### config.mk
export PLATFORM = sky130hd
export DESIGN_NAME = two_class_priority_queue
export DESIGN_NICKNAME = d
export VERILOG_FILES = /design/src/sv/tcpq_pkg.sv /design/src/sv/tcpq_cell.sv /design/src/sv/two_class_priority_queue.sv
export SDC_FILE = /design/constraint.sdc
export NUM_CORES = 2
export LEC_CHECK = 0
export BUFFER_PORTS_ARGS = -buffer_cell sky130_fd_sc_hd__buf_2
export CORE_MARGIN = 8
export CORE_UTILIZATION = 60
export DETAILED_ROUTE_END_ITERATION = 8
export PLACE_DENSITY_LB_ADDON = 0.05
export RECOVER_POWER = 50
export SETUP_SLACK_MARGIN = 0.2
export SYNTH_ARGS = -nofsm -noshare
export SYNTH_HDL_FRONTEND = slang
export SYNTH_HIERARCHICAL = 1
export SYNTH_SLANG_ARGS = --single-unit
### constraint.sdc
create_clock -name clk -period 12 [get_ports clk]
set_input_delay 2.4 -clock clk [delete_from_list [all_inputs] [get_ports clk]]
set_output_delay 2.4 -clock clk [all_outputs]
set_load 0.005 [all_outputs]
### src/sv/tcpq_pkg.sv
// Shared types and constants for the two-class priority queue.
package tcpq_pkg;

	localparam int QUEUE_DEPTH = 16;
	localparam int CNT_W       = $clog2(QUEUE_DEPTH + 1);
	localparam int DATA_W      = 32;
	localparam int OCC_W       = 5;

	typedef logic signed [DATA_W-1:0] data_t;
	typedef logic [CNT_W-1:0]         cnt_t;

	localparam data_t THRESHOLD_RESET = data_t'(59);

	typedef enum logic [1:0] {
		FUNC_PLAIN = 2'd0,
		FUNC_PRIO  = 2'd1,
		FUNC_DEQ   = 2'd2,
		FUNC_NOP   = 2'd3
	} func_t;

	typedef enum logic [1:0] {
		ST_DONE  = 2'd0,
		ST_EMPTY = 2'd1,
		ST_FULL  = 2'd2,
		ST_RSVD  = 2'd3
	} status_t;

	typedef struct packed {
		func_t func;
		data_t value;
	} in_beat_t;

	typedef struct packed {
		data_t             removed_value;
		status_t           status;
		logic [OCC_W-1:0]  occupancy;
	} out_beat_t;

	typedef struct packed {
		logic ins;
		logic pri_hi;
		logic deq;
	} cell_ctrl_t;

endpackage

### src/sv/tcpq_cell.sv
// One queue slot: holds an entry and shifts toward head or tail.
module tcpq_cell import tcpq_pkg::*; (
	input  logic       clk,
	input  cell_ctrl_t ctrl,
	input  data_t      threshold,
	input  data_t      new_value,
	input  logic       occ,
	input  data_t      left_data,
	input  data_t      right_data,
	input  logic       found_in,
	output logic       found_out,
	output data_t      data
);

	data_t data_q;
	logic  stop;

	// insert point: end of leading high run for priority, else first free slot
	assign stop      = ctrl.pri_hi ? !(occ && (data_q > threshold)) : !occ;
	assign found_out = found_in | stop;
	assign data      = data_q;

	always_ff @(posedge clk) begin
		if (ctrl.ins) begin
			if (found_in) begin
				data_q <= left_data;
			end else if (stop) begin
				data_q <= new_value;
			end
		end else if (ctrl.deq) begin
			data_q <= right_data;
		end
	end

endmodule

### src/sv/two_class_priority_queue.sv
// Top level of the two-class priority queue.
// The result beat of an accepted input beat is registered and appears in the next cycle.
// Throughput: one operation per cycle unless the input stalls; all cells of the row update together.
// The input stalls only while a result beat is held and the output is stalled.
// Reset clears the entry count, the output valid and sets the threshold to 59.
module two_class_priority_queue import tcpq_pkg::*; (
	input  logic      clk,
	input  logic      arst_n,
	input  logic      in_valid,
	output logic      in_stall,
	input  in_beat_t  in_data,
	output logic      out_valid,
	input  logic      out_stall,
	output out_beat_t out_data,
	input  logic      cfg_wen,
	input  data_t     cfg_wdata
);

	data_t      thr_q;
	cnt_t       count_q;
	cnt_t       count_next;
	logic       out_valid_q;
	out_beat_t  out_data_q;
	logic       accept;
	logic       is_ins;
	logic       full;
	logic       empty;
	cell_ctrl_t ctrl;
	status_t    status;
	data_t      cell_data [QUEUE_DEPTH];
	logic       found [QUEUE_DEPTH+1];

	assign in_stall  = out_valid_q & out_stall;
	assign accept    = in_valid & ~in_stall;
	assign full      = (count_q == cnt_t'(QUEUE_DEPTH));
	assign empty     = (count_q == '0);
	assign is_ins    = (in_data.func == FUNC_PLAIN) || (in_data.func == FUNC_PRIO);

	assign ctrl.ins    = accept & is_ins & ~full;
	assign ctrl.pri_hi = (in_data.func == FUNC_PRIO) && (in_data.value > thr_q);
	assign ctrl.deq    = accept & (in_data.func == FUNC_DEQ) & ~empty;

	assign found[0] = 1'b0;

	genvar i;
	generate
		for (i = 0; i < QUEUE_DEPTH; i++) begin : g_cell
			data_t left_d;
			data_t right_d;
			if (i == 0) begin : g_first
				assign left_d = in_data.value;
			end else begin : g_mid
				assign left_d = cell_data[i-1];
			end
			if (i == QUEUE_DEPTH - 1) begin : g_last
				assign right_d = cell_data[i];
			end else begin : g_inner
				assign right_d = cell_data[i+1];
			end
			tcpq_cell u_cell (
				.clk        (clk),
				.ctrl       (ctrl),
				.threshold  (thr_q),
				.new_value  (in_data.value),
				.occ        (count_q > cnt_t'(i)),
				.left_data  (left_d),
				.right_data (right_d),
				.found_in   (found[i]),
				.found_out  (found[i+1]),
				.data       (cell_data[i])
			);
		end
	endgenerate

	always_comb begin
		count_next = count_q;
		if (ctrl.ins) begin
			count_next = count_q + cnt_t'(1);
		end else if (ctrl.deq) begin
			count_next = count_q - cnt_t'(1);
		end
	end

	always_comb begin
		status = ST_DONE;
		if (is_ins && full) begin
			status = ST_FULL;
		end else if ((in_data.func == FUNC_DEQ) && empty) begin
			status = ST_EMPTY;
		end
	end

	always_ff @(posedge clk or negedge arst_n) begin
		if (!arst_n) begin
			thr_q       <= THRESHOLD_RESET;
			count_q     <= '0;
			out_valid_q <= 1'b0;
		end else begin
			if (cfg_wen) begin
				thr_q <= cfg_wdata;
			end
			if (accept) begin
				count_q     <= count_next;
				out_valid_q <= 1'b1;
			end else if (!out_stall) begin
				out_valid_q <= 1'b0;
			end
		end
	end

	always_ff @(posedge clk) begin
		if (accept) begin
			out_data_q.removed_value <= ctrl.deq ? cell_data[0] : '0;
			out_data_q.status        <= status;
			out_data_q.occupancy     <= OCC_W'(count_next);
		end
	end

	assign out_valid = out_valid_q;
	assign out_data  = out_data_q;

endmodule

==> results.cfg <==
[yosys]
synth_nets = 5136
synthesis.area_um2 = 43910
ys_warn_count = 6
avgSynthCellArea_um2 = 9.723
netlist_instances = 4516

[clock_tree]
clockBufferDepth = 3
cts.sinks = 589
cts_root_buffer = clkbuf_16
hold_buffers = 0
clkLatencyLatePin_ps = 620
post_cts_resized = 0
cts_buffers = 71
htreeDepth = 3
cts_tree = built
clk_pin_slew_ps = 50
postCtsSetupBuffers = 0

[worst_setup_path]
cpMostUsedCell = o21ai_4
cp_max_fo = 33
worst_setup_path_start_kind = input pin
critical-path-slowest-cell = o31ai_2
crit_type = in2reg
crit_path_end_kind = register
arrival_ps = 10980
critPathMaxStageDelay_ps = 540
required_ps = 12200

[floorplan]
die_y_um = 286.5
coreArea_um2 = 72710
pin_count = 112
die-area_um2 = 82100
die_w_um = 286.5
placementRows = 99
initial_core_util = 0.6039

[cells_and_area]
diodes = 0
nets = 5179
syn2layout_area_growth_pct = 8.366
post_route_cells_drive_above_1_share = 0.07647
design_area_um2 = 47580
final_util = 0.6544

[routing]
wl_per_cell_um = 22.52
vias = 34470
drtIter0Drc = 3244
vias_per_cell = 6.183
drtAntennaViolNets = 0
drc = 0
first_pass_iters = 6
drt_wl_total_mm = 125.6

[sta]
setup_viol = 0
fin_tns_setup_ps = 0
worst_pin_slew_ps = 3393
rsz0062_at_grt = false
slew_headroom = -1.262
drv_slew = 889
fin_crit_ps = 10770
fmax_ghz = 0.09284
fin_ws_ps = 1228
clock-skew-final_ps = 20.16
post-route-period-util = 0.8976
hold_viol_final = 0

[global_routing]
groute.usage.overall = 0.2980
grt_antenna_before_repair = 3
grt_max_degree = 254
grt_pass1_wl_mm = 194.8
grt_pass1_vias = 34070
grt-ovfl-total = 0

[power]
peakVddDrop_uv = 122.0
power_mw = 7.766
p_leak_nw = 21.93
p_per_area_nw_per_um2 = 163.2

[place]
preCtsSetupSlack_ps = 892.3
dp_hpwl_mm = 93.61
io_buffers = 111
gp_congestion = 0.9163
place_area_um2 = 45440

[status]
violations = max-capacitance violations, max-slew violations
status = finished with violations

[job]
maxCapViolCount = 14

[worst_hold_path]
hold_path.class = reg2reg
==> final timing paths <==
kind                                       startpoint                                   end  slack [ps]  cells after the start
max in group asynchronous                      arst_n                  thr_q[6]$_DFFE_PN0P_        7050                      2
worst max register to register   thr_q[7]$_DFFE_PN0P_  g_cell[15].u_cell/data[11]$_DFFE_PP_        2290                     44
worst max-delay path                       in_data[7]  g_cell[15].u_cell/data[11]$_DFFE_PP_        1230                     44
worst min-delay path            out_valid$_DFFE_PN0P_                 out_valid$_DFFE_PN0P_         530                      2
min in group asynchronous                      arst_n                 out_valid$_DFFE_PN0P_        3030                      2
worst min register to register  out_valid$_DFFE_PN0P_                 out_valid$_DFFE_PN0P_         530                      2
==> per-layer routing <==
layer	up-vias	share of wire	wire, um	track usage
met4	0	0.028	3508	0.08975
met5	-	0	0	0
met1	16650	0.43	54590	0.4085
li1	16380	-	-	-
met3	275	0.064	8025	0.03377
met2	1163	0.47	59440	0.4949
==> cell type report <==
| cell class | count | area [um^2] |
|---|---|---|
| repair buffers | 160 | 870.8 |
| multi-input cells | 3153 | 23540 |
| inverters | 584 | 2196 |
| fillers | 5977 | 25130 |
| clock inverters | 24 | 202.7 |
| flip-flops and latches | 589 | 17500 |
| clock buffers | 106 | 2074 |
| well taps | 959 | 1200 |
==> registers in the layout, indices dropped and copies added, names as in the netlist <==
signal / count
out_data: 39
thr_q: 32
g_cell.u_cell/data: 512
count_q: 5
out_valid: 1
==> worst max-delay path: cells and delay by family <==
family	cells	cell delay [ps]
buffers and inverters	4	930
AND/OR/NAND/NOR	19	4130
adder cells (fa/ha/maj)	1	320
AO/OA/AOI/OAI	20	3120
==> stage by stage <==
stage	cells	hold WS, ps
final	5575	528.9
after global routing	5575	596.6
after CTS	5575	528.3
after detailed placement	5445	513.9
after global placement	5445	502.2
after floorplan	4516	510.3
==> power breakdown <==
part           switching (mW)  internal (mW)
clock network           0.902           1.26
registers               0.263           2.63
logic                    1.62           1.09
total                    2.79           4.98
==> cell usage in the layout (no fill, tap or decap), types with 17 or more instances in the layout <==
cell / instances
a221o_1: 33
buf_2: 73
nor3_1: 17
o21ai_1: 19
buf_4: 38
nand3_1: 54
inv_1: 581
clkbuf_1: 68
a21o_1: 51
o21ai_0: 93
o21ai_4: 25
clkbuf_16: 76
nor2_1: 551
nand2_1: 145
mux2i_1: 512
ha_1: 549
o211ai_1: 19
o31ai_2: 17
nor4_1: 33
dfrtp_1: 33
edfxtp_1: 551
a21oi_1: 703
a2111oi_4: 17
nor2b_1: 37
a21oi_2: 32
nand4_1: 118
and2_1: 17
No activity file was read; power rests on OpenSTA's default activity.
